### src/hw/rtl/assert_macros.svh
// assertion macros included by heading_kalman_filter.sv
`ifndef ASSERT_MACROS_SVH
`define ASSERT_MACROS_SVH
`ifndef SYNTHESIS
`define HKF_ASSERT_IMPL(label, clk, rst_n, pre, post) \
	label: assert property (@(posedge clk) disable iff (!rst_n) (pre) |-> (post)) \
		else $error("assertion failed");
`define HKF_ASSERT_NEXT(label, clk, rst_n, pre, post) \
	label: assert property (@(posedge clk) disable iff (!rst_n) (pre) |=> (post)) \
		else $error("assertion failed");
`else
`define HKF_ASSERT_IMPL(label, clk, rst_n, pre, post)
`define HKF_ASSERT_NEXT(label, clk, rst_n, pre, post)
`endif
`endif

### src/hw/rtl/hkf_pkg.sv
// types, constants and microprogram of the heading kalman filter
package hkf_pkg;

	localparam int HKF_FRAC_BITS   = 16;
	localparam int HKF_VALUE_WIDTH = 32;
	localparam int WIDE_W          = 64;
	localparam int MAG_W           = 63;
	localparam int UPC_W           = 6;

	localparam logic signed [WIDE_W-1:0] WMAX_S = 64'sh3FFF_FFFF_FFFF_FFFF;

	localparam logic OP_UPDATE = 1'b0;
	localparam logic OP_INIT   = 1'b1;

	localparam logic [2:0] CFG_INIT_HEADING = 3'd0;
	localparam logic [2:0] CFG_INIT_COV     = 3'd1;
	localparam logic [2:0] CFG_MEAS_HEADING = 3'd2;
	localparam logic [2:0] CFG_MEAS_RATE    = 3'd3;
	localparam logic [2:0] CFG_PROC_HEADING = 3'd4;
	localparam logic [2:0] CFG_PROC_RATE    = 3'd5;

	typedef enum logic [1:0] {
		U_MAC = 2'd0,
		U_DIV = 2'd1,
		U_MOD = 2'd2,
		U_END = 2'd3
	} ukind_t;

	typedef enum logic [5:0] {
		S_ZERO, S_ACC, S_ACCN, S_DT, S_HS, S_RS,
		S_C0, S_C1, S_C2, S_C3, S_M0, S_M1, S_P0, S_P2, S_P3,
		S_QH, S_QR, S_RH, S_RR,
		S_S0, S_S1, S_S2, S_S3, S_NS1, S_NS2,
		S_B0, S_B1, S_B2, S_B3, S_K0, S_K1, S_K2, S_K3,
		S_E0, S_E1, S_T0, S_T1, S_T2, S_T3, S_HP
	} src_t;

	typedef enum logic [4:0] {
		D_NONE, D_HP, D_RP, D_M0, D_M1, D_P0, D_P2, D_P3, D_S0, D_S3, D_DET,
		D_K0, D_K1, D_K2, D_K3, D_CV0, D_CV1, D_CV2, D_CV3
	} dst_t;

	typedef struct packed {
		ukind_t kind;
		src_t   a;
		src_t   b;
		src_t   add;
		logic   neg;
		logic   mul;
		dst_t   dst;
	} uop_t;

	typedef struct packed {
		logic start;
		logic scale;
	} div_req_t;

	typedef struct packed {
		logic busy;
		logic done;
		logic ovf;
	} div_sts_t;

	localparam logic [UPC_W-1:0] UPC_LAST = 6'd38;

	function automatic uop_t mac(input src_t a, input src_t b, input src_t add,
			input logic neg, input logic mul, input dst_t dst);
		uop_t u;
		u = '{kind: U_MAC, a: a, b: b, add: add, neg: neg, mul: mul, dst: dst};
		return u;
	endfunction

	function automatic uop_t hkf_uop(input logic [UPC_W-1:0] pc);
		uop_t u;
		u = '{kind: U_END, a: S_ZERO, b: S_ZERO, add: S_ZERO, neg: 1'b0, mul: 1'b0,
			dst: D_NONE};
		case (pc)
			// predict
			6'd0: u = mac(S_DT, S_RS, S_HS, 1'b0, 1'b1, D_HP);
			6'd1: u = mac(S_DT, S_C2, S_C0, 1'b0, 1'b1, D_M0);
			6'd2: u = mac(S_DT, S_C3, S_C1, 1'b0, 1'b1, D_M1);
			6'd3: u = mac(S_M1, S_DT, S_M0, 1'b0, 1'b1, D_P0);
			6'd4: u = mac(S_C3, S_DT, S_C2, 1'b0, 1'b1, D_P2);
			6'd5: u = mac(S_ZERO, S_QH, S_P0, 1'b0, 1'b0, D_P0);
			6'd6: u = mac(S_ZERO, S_QR, S_C3, 1'b0, 1'b0, D_P3);
			// innovation covariance and determinant
			6'd7: u = mac(S_ZERO, S_RH, S_B0, 1'b0, 1'b0, D_S0);
			6'd8: u = mac(S_ZERO, S_RR, S_B3, 1'b0, 1'b0, D_S3);
			6'd9: u = mac(S_S0, S_S3, S_ZERO, 1'b0, 1'b1, D_DET);
			6'd10: u = mac(S_S1, S_S2, S_ACC, 1'b1, 1'b1, D_DET);
			// gain
			6'd11: u = mac(S_B0, S_S3, S_ZERO, 1'b0, 1'b1, D_NONE);
			6'd12: u = mac(S_B1, S_NS2, S_ACC, 1'b0, 1'b1, D_NONE);
			6'd13: begin
				u.kind = U_DIV;
				u.dst = D_K0;
			end
			6'd14: u = mac(S_B0, S_NS1, S_ZERO, 1'b0, 1'b1, D_NONE);
			6'd15: u = mac(S_B1, S_S0, S_ACC, 1'b0, 1'b1, D_NONE);
			6'd16: begin
				u.kind = U_DIV;
				u.dst = D_K1;
			end
			6'd17: u = mac(S_B2, S_S3, S_ZERO, 1'b0, 1'b1, D_NONE);
			6'd18: u = mac(S_B3, S_NS2, S_ACC, 1'b0, 1'b1, D_NONE);
			6'd19: begin
				u.kind = U_DIV;
				u.dst = D_K2;
			end
			6'd20: u = mac(S_B2, S_NS1, S_ZERO, 1'b0, 1'b1, D_NONE);
			6'd21: u = mac(S_B3, S_S0, S_ACC, 1'b0, 1'b1, D_NONE);
			6'd22: begin
				u.kind = U_DIV;
				u.dst = D_K3;
			end
			// correction, rate first so the heading innovation still sees the prediction
			6'd23: u = mac(S_K2, S_E0, S_ZERO, 1'b0, 1'b1, D_NONE);
			6'd24: u = mac(S_K3, S_E1, S_ACC, 1'b0, 1'b1, D_NONE);
			6'd25: u = mac(S_ZERO, S_ACCN, S_RS, 1'b0, 1'b0, D_RP);
			6'd26: u = mac(S_K0, S_E0, S_ZERO, 1'b0, 1'b1, D_NONE);
			6'd27: u = mac(S_K1, S_E1, S_ACC, 1'b0, 1'b1, D_NONE);
			6'd28: u = mac(S_ZERO, S_ACCN, S_HP, 1'b0, 1'b0, D_HP);
			6'd29: u.kind = U_MOD;
			// covariance update
			6'd30: u = mac(S_T0, S_P0, S_ZERO, 1'b0, 1'b1, D_NONE);
			6'd31: u = mac(S_T1, S_P2, S_ACC, 1'b0, 1'b1, D_CV0);
			6'd32: u = mac(S_T0, S_M1, S_ZERO, 1'b0, 1'b1, D_NONE);
			6'd33: u = mac(S_T1, S_P3, S_ACC, 1'b0, 1'b1, D_CV1);
			6'd34: u = mac(S_T2, S_P0, S_ZERO, 1'b0, 1'b1, D_NONE);
			6'd35: u = mac(S_T3, S_P2, S_ACC, 1'b0, 1'b1, D_CV2);
			6'd36: u = mac(S_T2, S_M1, S_ZERO, 1'b0, 1'b1, D_NONE);
			6'd37: u = mac(S_T3, S_P3, S_ACC, 1'b0, 1'b1, D_CV3);
			default: u.kind = U_END;
		endcase
		return u;
	endfunction

endpackage

### src/hw/rtl/hkf_divider.sv
// restoring divider, one quotient bit per cycle, optional fraction scaling
module hkf_divider import hkf_pkg::*; #(
	parameter int VALUE_WIDTH = HKF_VALUE_WIDTH,
	parameter int FRAC_BITS   = HKF_FRAC_BITS
) (
	input  logic                   clk,
	input  logic                   arst_n,
	input  div_req_t               req,
	input  logic [MAG_W-1:0]       dividend,
	input  logic [MAG_W-1:0]       divisor,
	output div_sts_t               sts,
	output logic [VALUE_WIDTH-1:0] quotient,
	output logic [VALUE_WIDTH-1:0] remainder
);

	localparam int DW = WIDE_W + VALUE_WIDTH;
	localparam int CW = $clog2(VALUE_WIDTH + 1);

	logic [DW-1:0]          rem_q, dsh_q, num_init, dtop;
	logic [VALUE_WIDTH-1:0] quo_q;
	logic [CW-1:0]          cnt_q;
	logic                   busy_q, done_q, ovf_q, ge;

	always_comb begin
		num_init = req.scale ? (DW'(dividend) << FRAC_BITS) : DW'(dividend);
		dtop = DW'(divisor) << VALUE_WIDTH;
		ge = rem_q >= dsh_q;
	end

	always_ff @(posedge clk or negedge arst_n) begin
		if (!arst_n) begin
			busy_q <= 1'b0;
			done_q <= 1'b0;
			ovf_q <= 1'b0;
			cnt_q <= '0;
		end else begin
			done_q <= busy_q && (cnt_q == CW'(1));
			if (req.start) begin
				busy_q <= 1'b1;
				cnt_q <= CW'(VALUE_WIDTH);
				ovf_q <= num_init >= dtop;
			end else if (busy_q) begin
				cnt_q <= cnt_q - CW'(1);
				if (cnt_q == CW'(1)) begin
					busy_q <= 1'b0;
				end
			end
		end
	end

	always_ff @(posedge clk) begin
		if (req.start) begin
			rem_q <= num_init;
			dsh_q <= DW'(divisor) << (VALUE_WIDTH - 1);
			quo_q <= '0;
		end else if (busy_q) begin
			if (ge) begin
				rem_q <= rem_q - dsh_q;
			end
			quo_q <= {quo_q[VALUE_WIDTH-2:0], ge};
			dsh_q <= dsh_q >> 1;
		end
	end

	assign sts = '{busy: busy_q, done: done_q, ovf: ovf_q};
	assign quotient = quo_q;
	assign remainder = rem_q[VALUE_WIDTH-1:0];

endmodule

### config.mk
export PLATFORM = sky130hd
export DESIGN_NAME = hkf_divider
export DESIGN_NICKNAME = d
export VERILOG_FILES = /design/src/hw/rtl/assert_macros.svh /design/src/hw/rtl/hkf_pkg.sv /design/src/hw/rtl/hkf_divider.sv
export SDC_FILE = /design/constraint.sdc
export NUM_CORES = 1
export LEC_CHECK = 0
export BUFFER_PORTS_ARGS = -buffer_cell sky130_fd_sc_hd__buf_2
export CAP_MARGIN = 20
export CORE_UTILIZATION = 30
export DETAILED_ROUTE_END_ITERATION = 7
export GPL_ROUTABILITY_DRIVEN = 0
export HOLD_SLACK_MARGIN = 0.1
export PLACE_DENSITY_LB_ADDON = 0.25
export RECOVER_POWER = 50
export SYNTH_ARGS = -nofsm -noshare
export SYNTH_HDL_FRONTEND = slang
export SYNTH_SLANG_ARGS = --single-unit
### constraint.sdc
create_clock -name clk -period 3.9 [get_ports clk]
set_input_delay 0.39 -clock clk [delete_from_list [all_inputs] [get_ports clk]]
set_output_delay 0.39 -clock clk [all_outputs]
set_load 0.02 [all_outputs]
==> results.ini <==
[status]
outcome=finished with violations
violations=max-capacitance violations, max-slew violations

[layout]
fin_util_pct=35.3
nets=2512
instances_no_fill=3037
layout-drive-gt1-share_pct=12.3
syn_to_final_growth_pct=16.5

[clock_network]
numClockSinks=231
clockBufferDepth=3
cts_setup_buffers=0
tritoncts=yes
numCtsBuffers=30
clock-root-buffer=clkbuf_16
clkLatencyLatePin_ps=600
clkSlewWorstSetupHoldPaths_ps=60
htreeDepth=1

[global_route]
grt_pass1_vias=15600
grt_max_degree=194
grt_pass1_wl_um=92200
grt_use_total_pct=19.6
grt_overflow=0
antenna_found_initial=2

[pwr]
power-per-cell-area_nw_per_um2=762
power_frac_seq_pct=24.9
power_w=0.0158
switching_share_pct=45.6
p_int_w=0.00861
comb_power_share_pct=57.5
power_leakage_nw=9.00
pwr-share-clk_pct=17.7
max-vdd-ir-drop_v=0.000411
net-switching-power_w=0.00722

[placed_design]
dp_slack_ps=118
port_buffers=196
hpwl_um=47700
dp_cells=2928

[logic_synthesis]
synth.most_common_cell=nand2_1
synth-seq-area-share_pct=35.1
synth_seq_cells=231
ys_warn_count=0
syn_area_um2=17800
synth_nets=2358
synth_edf_count=159
syn_inst=2084
synth.largest_area_cell=edfxtp_1
async_reset_ff_share_pct=3.90
synthFlopType=edfxtp_1
synth_cell_types=83
synth_area_leaders=edfxtp_1 (27%), ha_1 (10%), dfxtp_1 (7.1%)
synth_top_area_share_pct=26.8
ys_top_cells_by_count=nand2_1 (244), nor2_1 (180), inv_1 (167)
synth.avg_cell_area_um2=8.56

[setup_path]
r2r_cells=12
crit_type=register to register
crit_path_max_fanout=7
arrival_ps=3950
crit_required_ps=4190
start_kind=register
worst_setup_path_end_kind=register

[floorplanning]
coreArea_um2=58900
die_h_um=246
fp.dieW_um=246
io_pins=197
start_util_pct=30.3
die_area_um2=60400
rows=89

[drt]
routedWlPerCell_um=20.0
wl_um=60800
first_pass_iters=5
initialDrtViolationCount=990
detail-route-antenna-nets=0
via_per_inst=5.26
vias=16000
drc=0

[sta]
rsz0062_at_grt=no
setup_slack_ps=240
min_period_over_period_pct=93.9
maxSlewHeadroom_pct=-32.2
fin_skew_ps=24.6
setup_viol=0
clock.fmax_mhz=273
tns_ps=0
hold_violations=0
final.min_clock_period_ps=3660
maxSlewViolCount=16
tightestPinTransition_ps=1980

[flow_run]
cap_violations=1

[min_path]
holdCritPathClass=primary input to register
hold_path_depth=3

-- power groups by stage --
stage | registers (W) | clock network (W) | logic (W)
finish | 0.00394 | 0.00279 | 0.00910
global route | 0.00400 | 0.00297 | 0.0100
CTS | 0.00394 | 0.00288 | 0.00902
detailed placement | 0.00398 | 0 | 0.00891
global placement | 0.00396 | 0 | 0.00893
floorplan | 0.00384 | 0 | 0.00666
-- layout by cell type, fill, tap and decap left out, types with 8 or more instances in the layout --
master	instances
a211oi_1	8
a21o_1	56
a21oi_1	144
a31oi_1	18
and2_1	18
buf_2	127
buf_4	22
clkbuf_1	75
clkbuf_16	30
dfrtp_1	9
dfxtp_1	63
dlygate4sd3_1	50
edfxtp_1	159
ha_1	143
inv_1	167
mux2_2	43
mux2i_1	72
nand2_1	244
nand2b_1	12
nand3_1	18
nand4_1	57
nor2_1	180
nor2b_1	17
nor3_1	29
nor4_1	13
o211ai_1	8
o21a_1	22
o21ai_0	138
o21bai_1	28
o31ai_1	69
xnor2_1	52
xor2_1	36
-- timing repair --
item | CTS | global route
hold buffers | 50 | 0
hold endpoints to repair | 58 | 0
endpoints found under the setup margin | 0 | 82
gates resized for setup | 0 | 6
-- logic make-up (layout without fill, tap and decap cells) --
| group | after synthesis | after routing | synth area share [%] |
|---|---|---|---|
| other cells | 0 | 2 | 0 |
| mux | 115 | 115 | 6.76 |
| flops | 231 | 231 | 35.1 |
| compound gates | 553 | 553 | 19.7 |
| xor+xnor | 88 | 88 | 4.32 |
| simple gates | 631 | 631 | 16.2 |
| fa+ha+maj | 144 | 144 | 10.1 |
| buf+inv | 322 | 500 | 7.75 |
-- routing by layer --
layer	global-route usage, %	share of wire, %	routed length (um)
met3	2.60	5.5	3350
met4	7.45	3.7	2270
met1	26.9	46	28000
met2	31.2	45	27300
met5	0	0.013	8
-- cell type report --
class                   instances  area, um^2
multi-input cells            1531       10200
repair buffers                277        1710
diodes                          2        5.00
clock buffers                  38         811
well taps                     773         967
flip-flops and latches        231        6260
clock inverters                18         173
fillers                      6145       38100
inverters                     167         627
-- path summary, 6_finish.rpt --
check	start	endpoint	slack [ps]
max in group asynchronous	arst_n	ovf_q$_DFFE_PN0P_	3100
max reg2reg	rem_q[10]$_DFFE_PP_	rem_q[46]$_DFFE_PP_	240
max	rem_q[10]$_DFFE_PP_	rem_q[46]$_DFFE_PP_	240
min in group asynchronous	arst_n	busy_q$_DFF_PN0_	370
min	divisor[40]	dsh_q[71]$_DFFE_PP_	120
min reg2reg	dsh_q[0]$_SDFFE_PP0P_	dsh_q[0]$_SDFFE_PP0P_	500
-- worst max-delay path, stage by stage (launching register included) --
cell      delay (ps)
edfxtp_1         410
ha_1             430
a21oi_1          310
o211ai_1         170
a21oi_2          250
o211ai_1         190
buf_4            210
nor2b_1          140
a21boi_0         440
o21ai_0          290
a21oi_1          260
xor2_1           150
o21ai_0          100
-- sequential cells by signal (all words and copies together) (netlist names) --
| name | cells |
|---|---|
| busy_q | 1 |
| ovf_q | 1 |
| cnt_q | 6 |
| dsh_q | 94 |
| rem_q | 96 |
| quotient | 32 |
| done_q | 1 |
-- stage by stage --
stage,cell area (um^2),hold WS [ps]
3_5_place_dp,19300,283
4_1_cts,20800,101
2_1_floorplan,17800,94.4
6_report,20800,115
5_1_grt,20800,115
3_3_place_gp,19300,284
(Power assumes the default switching activity.)
